$ cat src/rtl/uzs_pkg.sv
package uzs_pkg;

   localparam logic [7:0]  JOIN_B0     = 8'hE2;
   localparam logic [7:0]  JOIN_B1     = 8'h80;
   localparam logic [7:0]  JOIN_B2     = 8'h8D;
   localparam logic [12:0] GLYPH_BASE  = 13'd100;
   localparam logic [12:0] MAX_GLYPHS  = 13'd4096;

   localparam int QUEUE_DEPTH = 4;
   localparam int QUEUE_IDX_W = $clog2(QUEUE_DEPTH);
   localparam int QUEUE_CNT_W = $clog2(QUEUE_DEPTH + 1);

   typedef enum logic [1:0] {
      KIND_GLYPH    = 2'd0,
      KIND_DONE     = 2'd1,
      KIND_OVERFLOW = 2'd2
   } kind_type;

   typedef enum logic [1:0] {
      LA_NONE,
      LA_E2,
      LA_E2_80
   } look_type;

   // What the front end hands to the back end for one accepted byte.
   typedef struct packed {
      logic        has_glyph;
      logic [12:0] glyph_number;
      logic [15:0] cluster_offset;
      logic        has_final;
      kind_type    final_kind;
      logic [12:0] total_glyphs;
   } work_type;

endpackage

$ cat src/rtl/uzs_front.sv
module uzs_front
   import uzs_pkg::*;
(
   input  logic        clock,
   input  logic        reset,
   input  logic        accept,
   input  logic [7:0]  text_byte,
   input  logic        end_of_text,
   input  logic        cap_write,
   input  logic [12:0] cap_data,
   output logic        work_push,
   output work_type    work_data
);

   logic [12:0] capacity_ff, capacity_in;
   logic [15:0] pos_ff, pos_in;
   logic [12:0] glyphs_ff, glyphs_in;
   logic [1:0]  skip_ff, skip_in;
   logic        pending_ff, pending_in;
   look_type    look_ff, look_in;
   logic [15:0] held_ff, held_in;
   logic        ovf_ff, ovf_in;

   logic [12:0] cap_eff;
   logic        ovf_cur;
   logic        take;
   logic [15:0] take_start;
   logic [2:0]  take_len;
   logic [2:0]  take_used;
   logic        emit;
   logic [12:0] glyphs_nx;
   logic        ovf_nx;
   logic [1:0]  skip_nx;
   logic        pending_nx;
   look_type    look_nx;
   logic [15:0] held_nx;
   logic [2:0]  skip_diff;

   function automatic logic [2:0] cp_length(input logic [7:0] lead);
      logic [2:0] len;
      len = 3'd1;
      if (lead[7] == 1'b0)
         len = 3'd1;
      else if ((lead & 8'hE0) == 8'hC0)
         len = 3'd2;
      else if ((lead & 8'hF0) == 8'hE0)
         len = 3'd3;
      else if ((lead & 8'hF8) == 8'hF0)
         len = 3'd4;
      return len;
   endfunction

   always_ff @(posedge clock) begin
      if (reset) begin
         capacity_ff <= MAX_GLYPHS;
         pos_ff      <= '0;
         glyphs_ff   <= '0;
         skip_ff     <= '0;
         pending_ff  <= 1'b0;
         look_ff     <= LA_NONE;
         held_ff     <= '0;
         ovf_ff      <= 1'b0;
      end else begin
         capacity_ff <= capacity_in;
         pos_ff      <= pos_in;
         glyphs_ff   <= glyphs_in;
         skip_ff     <= skip_in;
         pending_ff  <= pending_in;
         look_ff     <= look_in;
         held_ff     <= held_in;
         ovf_ff      <= ovf_in;
      end
   end

   always_comb begin
      cap_eff    = (capacity_ff > MAX_GLYPHS) ? MAX_GLYPHS : capacity_ff;
      ovf_cur    = ovf_ff || (cap_eff == '0);
      take       = 1'b0;
      take_start = pos_ff;
      take_len   = 3'd1;
      take_used  = 3'd1;
      skip_nx    = skip_ff;
      look_nx    = look_ff;
      held_nx    = held_ff;
      pending_nx = pending_ff;

      // Classify the byte against the joiner lookahead.
      if (!ovf_cur) begin
         if (skip_ff != '0) begin
            skip_nx = skip_ff - 2'd1;
         end else begin
            case (look_ff)
               LA_NONE: begin
                  if (text_byte == JOIN_B0 && !end_of_text) begin
                     look_nx = LA_E2;
                     held_nx = pos_ff;
                  end else begin
                     take     = 1'b1;
                     take_len = cp_length(text_byte);
                  end
               end
               LA_E2: begin
                  if (text_byte == JOIN_B1 && !end_of_text) begin
                     look_nx = LA_E2_80;
                  end else begin
                     look_nx    = LA_NONE;
                     take       = 1'b1;
                     take_start = held_ff;
                     take_len   = 3'd3;
                     take_used  = 3'd2;
                  end
               end
               LA_E2_80: begin
                  look_nx = LA_NONE;
                  if (text_byte == JOIN_B2) begin
                     pending_nx = 1'b1;
                  end else begin
                     take       = 1'b1;
                     take_start = held_ff;
                     take_len   = 3'd3;
                     take_used  = 3'd3;
                  end
               end
               default: begin
                  look_nx = LA_NONE;
               end
            endcase
         end
      end

      // Resolve a complete code point: merge, overflow or a new glyph.
      emit      = 1'b0;
      glyphs_nx = glyphs_ff;
      ovf_nx    = ovf_cur;
      skip_diff = take_len - take_used;
      if (take) begin
         if (pending_ff && glyphs_ff != '0) begin
            pending_nx = 1'b0;
         end else if (glyphs_ff >= cap_eff) begin
            ovf_nx = 1'b1;
         end else begin
            emit       = 1'b1;
            glyphs_nx  = glyphs_ff + 13'd1;
            pending_nx = 1'b0;
         end
         skip_nx = skip_diff[1:0];
      end

      work_data.has_glyph      = emit;
      work_data.glyph_number   = GLYPH_BASE + glyphs_ff;
      work_data.cluster_offset = take_start;
      work_data.has_final      = end_of_text;
      work_data.final_kind     = ovf_nx ? KIND_OVERFLOW : KIND_DONE;
      work_data.total_glyphs   = glyphs_nx;
      work_push                = accept && (emit || end_of_text);

      capacity_in = cap_write ? cap_data : capacity_ff;
      pos_in      = pos_ff;
      glyphs_in   = glyphs_ff;
      skip_in     = skip_ff;
      pending_in  = pending_ff;
      look_in     = look_ff;
      held_in     = held_ff;
      ovf_in      = ovf_ff;
      if (accept) begin
         if (end_of_text) begin
            pos_in     = '0;
            glyphs_in  = '0;
            skip_in    = '0;
            pending_in = 1'b0;
            look_in    = LA_NONE;
            held_in    = '0;
            ovf_in     = 1'b0;
         end else begin
            pos_in     = pos_ff + 16'd1;
            glyphs_in  = glyphs_nx;
            skip_in    = skip_nx;
            pending_in = pending_nx;
            look_in    = look_nx;
            held_in    = held_nx;
            ovf_in     = ovf_nx;
         end
      end
   end

`ifndef SYNTH
   a_look_no_skip: assert property (@(posedge clock) disable iff (reset)
      (look_ff != LA_NONE) |-> (skip_ff == '0))
      else $error("lookahead held while continuation bytes remain");

   a_glyph_bound: assert property (@(posedge clock) disable iff (reset)
      glyphs_ff <= MAX_GLYPHS)
      else $error("glyph count beyond the largest capacity");

   a_packet_clear: assert property (@(posedge clock) disable iff (reset)
      (accept && end_of_text) |=> (pos_ff == '0 && glyphs_ff == '0 && !ovf_ff))
      else $error("packet state not cleared after the last byte");
`endif

endmodule

$ cat src/rtl/uzs_queue.sv
module uzs_queue
   import uzs_pkg::*;
(
   input  logic     clock,
   input  logic     reset,
   input  logic     wr_en,
   input  work_type wr_data,
   input  logic     rd_en,
   output work_type rd_data,
   output logic     q_full,
   output logic     q_empty
);

   work_type                 slot_ff [QUEUE_DEPTH];
   logic [QUEUE_IDX_W-1:0]   wr_ptr_ff, wr_ptr_in;
   logic [QUEUE_IDX_W-1:0]   rd_ptr_ff, rd_ptr_in;
   logic [QUEUE_CNT_W-1:0]   count_ff, count_in;
   logic                     do_wr;
   logic                     do_rd;

   always_ff @(posedge clock) begin
      if (reset) begin
         wr_ptr_ff <= '0;
         rd_ptr_ff <= '0;
         count_ff  <= '0;
      end else begin
         wr_ptr_ff <= wr_ptr_in;
         rd_ptr_ff <= rd_ptr_in;
         count_ff  <= count_in;
      end
   end

   always_ff @(posedge clock) begin
      if (do_wr) begin
         slot_ff[wr_ptr_ff] <= wr_data;
      end
   end

   always_comb begin
      q_full    = (count_ff == QUEUE_CNT_W'(QUEUE_DEPTH));
      q_empty   = (count_ff == '0);
      do_wr     = wr_en && !q_full;
      do_rd     = rd_en && !q_empty;
      rd_data   = slot_ff[rd_ptr_ff];
      wr_ptr_in = do_wr ? wr_ptr_ff + 1'b1 : wr_ptr_ff;
      rd_ptr_in = do_rd ? rd_ptr_ff + 1'b1 : rd_ptr_ff;
      count_in  = count_ff;
      if (do_wr && !do_rd)
         count_in = count_ff + 1'b1;
      else if (do_rd && !do_wr)
         count_in = count_ff - 1'b1;
   end

`ifndef SYNTH
   a_count_bound: assert property (@(posedge clock) disable iff (reset)
      count_ff <= QUEUE_CNT_W'(QUEUE_DEPTH))
      else $error("queue count beyond its depth");

   a_count_grows: assert property (@(posedge clock) disable iff (reset)
      (do_wr && !do_rd) |=> (count_ff == $past(count_ff) + 1'b1))
      else $error("queue count did not follow a write");
`endif

endmodule

$ cat src/rtl/uzs_back.sv
module uzs_back
   import uzs_pkg::*;
(
   input  logic        clock,
   input  logic        reset,
   input  work_type    q_data,
   input  logic        q_empty,
   output logic        q_read,
   input  logic        pop,
   output logic        empty,
   output logic [1:0]  rsp_result_kind,
   output logic [12:0] rsp_glyph_number,
   output logic [15:0] rsp_cluster_offset,
   output logic [12:0] rsp_total_glyphs,
   output logic        rsp_final_result
);

   work_type cur_ff, cur_in;
   logic     valid_ff, valid_in;
   logic     show_glyph;
   logic     item_done;
   logic     load;

   always_ff @(posedge clock) begin
      if (reset) begin
         valid_ff <= 1'b0;
      end else begin
         valid_ff <= valid_in;
      end
   end

   always_ff @(posedge clock) begin
      cur_ff <= cur_in;
   end

   always_comb begin
      show_glyph = cur_ff.has_glyph;
      // An item with a glyph and a final result needs two transfers.
      item_done  = pop && valid_ff && !(show_glyph && cur_ff.has_final);
      load       = (!valid_ff || item_done) && !q_empty;
      q_read     = load;

      cur_in   = cur_ff;
      valid_in = valid_ff;
      if (load) begin
         cur_in   = q_data;
         valid_in = 1'b1;
      end else if (item_done) begin
         valid_in = 1'b0;
      end else if (pop && valid_ff) begin
         cur_in.has_glyph = 1'b0;
      end

      empty              = !valid_ff;
      rsp_result_kind    = show_glyph ? KIND_GLYPH : cur_ff.final_kind;
      rsp_glyph_number   = show_glyph ? cur_ff.glyph_number : '0;
      rsp_cluster_offset = show_glyph ? cur_ff.cluster_offset : '0;
      rsp_total_glyphs   = show_glyph ? '0 : cur_ff.total_glyphs;
      rsp_final_result   = !show_glyph;
   end

`ifndef SYNTH
   a_item_has_result: assert property (@(posedge clock) disable iff (reset)
      valid_ff |-> (cur_ff.has_glyph || cur_ff.has_final))
      else $error("held item carries no result");
`endif

endmodule

$ cat src/rtl/utf8_zwj_cluster_segmenter.sv
// Channel   Direction  Handshake                   Payload
// req_      in         push / full                 text_byte, end_of_text
// rsp_      out        empty / pop                 kind, glyph id, offset, total, final flag
// csr_      in         csr_valid / csr_ready       glyph_capacity (13 bits)
//
// One byte is accepted per cycle while not full; the front end classifies it in that cycle.
// Results pass the work queue and the back end's held item, and leave one per cycle
// while pop is held; a last byte that also closes a glyph needs two output transfers.
// Reset is synchronous; capacity returns to 4096 and packet state clears.
// A four-entry work queue separates the two ends; full rises only when it fills.
module utf8_zwj_cluster_segmenter
   import uzs_pkg::*;
(
   input  logic        clock,
   input  logic        reset,
   input  logic        push,
   output logic        full,
   input  logic [7:0]  req_text_byte,
   input  logic        req_end_of_text,
   output logic        empty,
   input  logic        pop,
   output logic [1:0]  rsp_result_kind,
   output logic [12:0] rsp_glyph_number,
   output logic [15:0] rsp_cluster_offset,
   output logic [12:0] rsp_total_glyphs,
   output logic        rsp_final_result,
   input  logic        csr_valid,
   output logic        csr_ready,
   input  logic [12:0] csr_data
);

   logic     accept;
   logic     work_push;
   work_type work_data;
   work_type q_data;
   logic     q_read;
   logic     q_full;
   logic     q_empty;

   assign csr_ready = 1'b1;
   assign full      = q_full;
   assign accept    = push && !q_full;

   uzs_front u_front (
      .clock       (clock),
      .reset       (reset),
      .accept      (accept),
      .text_byte   (req_text_byte),
      .end_of_text (req_end_of_text),
      .cap_write   (csr_valid && csr_ready),
      .cap_data    (csr_data),
      .work_push   (work_push),
      .work_data   (work_data)
   );

   uzs_queue u_queue (
      .clock   (clock),
      .reset   (reset),
      .wr_en   (work_push),
      .wr_data (work_data),
      .rd_en   (q_read),
      .rd_data (q_data),
      .q_full  (q_full),
      .q_empty (q_empty)
   );

   uzs_back u_back (
      .clock              (clock),
      .reset              (reset),
      .q_data             (q_data),
      .q_empty            (q_empty),
      .q_read             (q_read),
      .pop                (pop),
      .empty              (empty),
      .rsp_result_kind    (rsp_result_kind),
      .rsp_glyph_number   (rsp_glyph_number),
      .rsp_cluster_offset (rsp_cluster_offset),
      .rsp_total_glyphs   (rsp_total_glyphs),
      .rsp_final_result   (rsp_final_result)
   );

endmodule

$ cat config.mk
export PLATFORM = sky130hd
export DESIGN_NAME = utf8_zwj_cluster_segmenter
export DESIGN_NICKNAME = d
export VERILOG_FILES = /design/src/rtl/uzs_pkg.sv /design/src/rtl/uzs_front.sv /design/src/rtl/uzs_queue.sv /design/src/rtl/uzs_back.sv /design/src/rtl/utf8_zwj_cluster_segmenter.sv
export SDC_FILE = /design/constraint.sdc
export NUM_CORES = 1
export LEC_CHECK = 0
export BUFFER_PORTS_ARGS = -buffer_cell sky130_fd_sc_hd__buf_4
export CAP_MARGIN = 30
export CORE_AREA = 5 5 191 239
export CTS_CLUSTER_DIAMETER = 80
export CTS_CLUSTER_SIZE = 16
export DETAILED_ROUTE_END_ITERATION = 12
export DIE_AREA = 0 0 196 244
export GPL_TIMING_DRIVEN = 0
export PLACE_DENSITY = 0.42
export SLEW_MARGIN = 20
export SYNTH_ARGS = -nofsm -noshare
export SYNTH_HDL_FRONTEND = slang
export SYNTH_SLANG_ARGS = --single-unit
$ cat constraint.sdc
create_clock -name clock -period 11.75 [get_ports clock]
set_clock_uncertainty 0.1 [all_clocks]
set_input_delay 1.175 -clock clock [delete_from_list [all_inputs] [get_ports clock]]
set_output_delay 1.175 -clock clock [all_outputs]
set_load 0.02 [all_outputs]
==> results.sh <==
export IMPL_gp_congestion=0.753
export IMPL_core_region_area_sq_um=43000
export IMPL_grt_antenna_before_repair=0
export IMPL_antenna_diode_count=0
export IMPL_synth_fp_nets=940
export IMPL_synth_edf_count=230
export IMPL_cts_max_level=1
export IMPL_drc=0
export IMPL_firstDrtPassIters=4
export IMPL_critical_path_class="register to register"
export IMPL_syn2layout_area_growth_pct=16.8
export IMPL_drtAntennaViolNets=0
export IMPL_r2r_cells=16
export IMPL_cts_path_max_buffers=3
export IMPL_rows=85
export IMPL_drtIter0Drc=364
export IMPL_final_core_util=0.348
export IMPL_timing_fmax_mhz=240
export IMPL_worst_path_max_fanout=10
export IMPL_grt_pass1_vias=7620
export IMPL_setup_viol=0
export IMPL_period_needed_ps=4170
export IMPL_cp_end_kind="register"
export IMPL_synth_area_sq_um=12800
export IMPL_cp_depth=16
export IMPL_cts_tree="built"
export IMPL_dieArea_sq_um=47800
export IMPL_yosysWarnings=0
export IMPL_drive_gt1_frac=0.179
export IMPL_setup_tns_ps=0
export IMPL_numCtsBuffers=23
export IMPL_worstMarginPinSlew_ps=761
export IMPL_cts_hold_buffers=0
export IMPL_clock_sinks=304
export IMPL_gr_usage_all_layers=0.122
export IMPL_relSlewSlack=0.492
export IMPL_die_y_um=244
export IMPL_overflow=0
export IMPL_post_drt_wl_per_cell_um=18.6
export IMPL_powerDensity_nw_per_um2=206
export IMPL_report_final_slew_viol_count=0
export IMPL_synth_seq_cells=304
export IMPL_synthDistinctLibCells=66
export IMPL_grt_max_degree=29
export IMPL_p_leak_uw=0.00507
export IMPL_nNetsFinal=1048
export IMPL_status="complete, no violations"
export IMPL_cp_slowest_cell="a21oi_2"
export IMPL_hpwl_mm=20.1
export IMPL_portBuffers=72
export IMPL_viasPerCell=4.67
export IMPL_final_common_cell="edfxtp_1"
export IMPL_ys_seq_area_frac=0.655
export IMPL_vias=7342
export IMPL_path_cells="inv_1 > clkbuf_1 > nand2_1 > ha_1 > a21o_1 > a31oi_1 > o21ai_0 > a21oi_2 > a31oi_4 > inv_1 > ha_1 > inv_1 > fa_1 > xor2_1 > or3_1 > a21oi_1"
export IMPL_drv_cap=0
export IMPL_path_buf_inv=4
export IMPL_cp_top_family="compound AO/OA/AOI/OAI gates"
export IMPL_crit_arrival_ps=4530
export IMPL_initial_core_util=0.298
export IMPL_mostFrequentLayoutCells="edfxtp_1, buf_4, dfxtp_1"
export IMPL_finalCritPeriodShare=0.355
export IMPL_grt_pass1_wl_mm=46.1
export IMPL_avgSynthCellArea_sq_um=14.5
export IMPL_wl_mm=29.2
export IMPL_synthCells=882
export IMPL_clk_pin_slew_ps=80
export IMPL_cp_required_ps=12110
export IMPL_num_io_pins=75
export IMPL_ys_async_sr_fraction=0
export IMPL_max_stage_delay_ps=600
export IMPL_path_common_cell="inv_1"
export IMPL_irDropWorstVdd_mv=0.0867
export IMPL_min_path_cells=2
export IMPL_synth_ff_type="edfxtp_1"
export IMPL_cp_start_kind="register"
export IMPL_clk_latency_ps=530
export IMPL_cts_root_buf="clkbuf_16"
export IMPL_hp_class="register to register"
export IMPL_hold_violations=0
export IMPL_post_cts_buffers=0
export IMPL_rsz0062_at_grt="false"
export IMPL_die_w_um=196
export IMPL_post_cts_resized=0
==> worst register-to-register path, cell delays in order, from the launching register on <==
cell and delay (ps):
dfxtp_1 340, inv_1 110, clkbuf_1 350, nand2_1 130, ha_1 300, a21o_1 160, a31oi_1 130, o21ai_0 190
a21oi_2 600, a31oi_4 210, inv_1 190, ha_1 210, inv_1 60, fa_1 380, xor2_1 180, or3_1 310
a21oi_1 150
==> cell type report <==
cell class | count | area [sq um]
multi-input combinational | 504 | 4140
clock buffer | 39 | 636
fill | 4274 | 28000
inverter | 22 | 82.6
timing repair buffer | 83 | 756
buffer | 52 | 215
tap | 565 | 707
sequential | 304 | 8390
clock inverter | 3 | 28.8
==> power breakdown <==
part / switching [uW] / internal [uW]
Combinational: 496 / 385
Sequential: 48.8 / 1400
Clock: 371 / 373
==> metal layers <==
metal / global-route usage / share of wire / wire [um]
met5: 0 / 0 / 0
met4: 0.0296 / 0.017 / 486
met3: 0.0161 / 0.034 / 991
met1: 0.173 / 0.48 / 14000
met2: 0.199 / 0.47 / 13700
==> cell families (layout without fill, tap and decap cells) <==
group                    after synthesis  after routing  synth area share
multiplexers                          65             65            0.0958
XOR/XNOR                              39             39            0.0267
other                                  1              1          0.000293
buffers and inverters                 74            199            0.0233
AND/OR/NAND/NOR                      261            261             0.105
AO/OA/AOI/OAI                        107            107            0.0631
adder cells (fa/ha/maj)               31             31            0.0309
flip-flops                           304            304             0.655
==> registers in the layout, summed over array words and instances (netlist names), named ones only <==
name / cells
u_queue.slot_ff: 184
u_front.pos_ff: 16
u_front.skip_ff: 2
u_queue.rd_ptr_ff: 2
u_back.valid_ff: 1
u_back.show_glyph: 1
u_front.capacity_ff: 13
u_front.glyphs_ff: 13
u_front.ovf_ff: 1
u_queue.wr_ptr_ff: 2
u_queue.count_ff: 3
u_front.pending_ff: 1
u_front.held_ff: 16
u_back.cur_ff: 45
u_front.look_ff: 2
==> final timing paths <==
path                           startpoint             endpoint  slack [ps]
setup reg to reg  u_front.capacity_ff[12]  u_queue.count_ff[2]        7580
hold reg to reg        u_front.skip_ff[1]   u_front.skip_ff[1]         400
hold / removal         u_front.skip_ff[1]   u_front.skip_ff[1]         400
setup / recovery  u_front.capacity_ff[12]  u_queue.count_ff[2]        7580
==> stage by stage <==
stage	instance area, sq um	total power (uW)	hold WS (ps)	cells	worst slack, ps
after global routing	15000	3260	423	1572	7220
after global placement	14100	2340	377	1519	4880
final	15000	3080	396	1572	7580
after floorplan	12800	2000	362	882	6780
after CTS	14900	3140	401	1569	7510
after detailed placement	14200	2390	390	1527	7280
==> synth_stat cells, types with 5 or more instances <==
| cell | instances | share of area |
|---|---|---|
| a31oi_1 | 5 | 0.0024 |
| a22o_1 | 16 | 0.011 |
| nor2_1 | 73 | 0.021 |
| nand3_1 | 16 | 0.0063 |
| o21ai_0 | 13 | 0.0051 |
| buf_1 | 8 | 0.0023 |
| nor4_1 | 6 | 0.0029 |
| edfxtp_1 | 230 | 0.54 |
| mux2i_1 | 18 | 0.014 |
| nand2_1 | 50 | 0.015 |
| ha_1 | 30 | 0.029 |
| mux4_2 | 46 | 0.081 |
| a211oi_1 | 5 | 0.0029 |
| inv_1 | 22 | 0.0064 |
| and2_1 | 40 | 0.020 |
| dfxtp_1 | 74 | 0.12 |
| xor2_1 | 21 | 0.014 |
| nand4_1 | 15 | 0.0073 |
| nor2b_1 | 21 | 0.010 |
| nor3_1 | 7 | 0.0027 |
| xnor2_1 | 18 | 0.012 |
| clkbuf_1 | 37 | 0.011 |
| a21oi_1 | 22 | 0.0086 |
| and3_1 | 8 | 0.0039 |
| a22oi_1 | 16 | 0.0094 |
(Power assumes the default switching activity.)
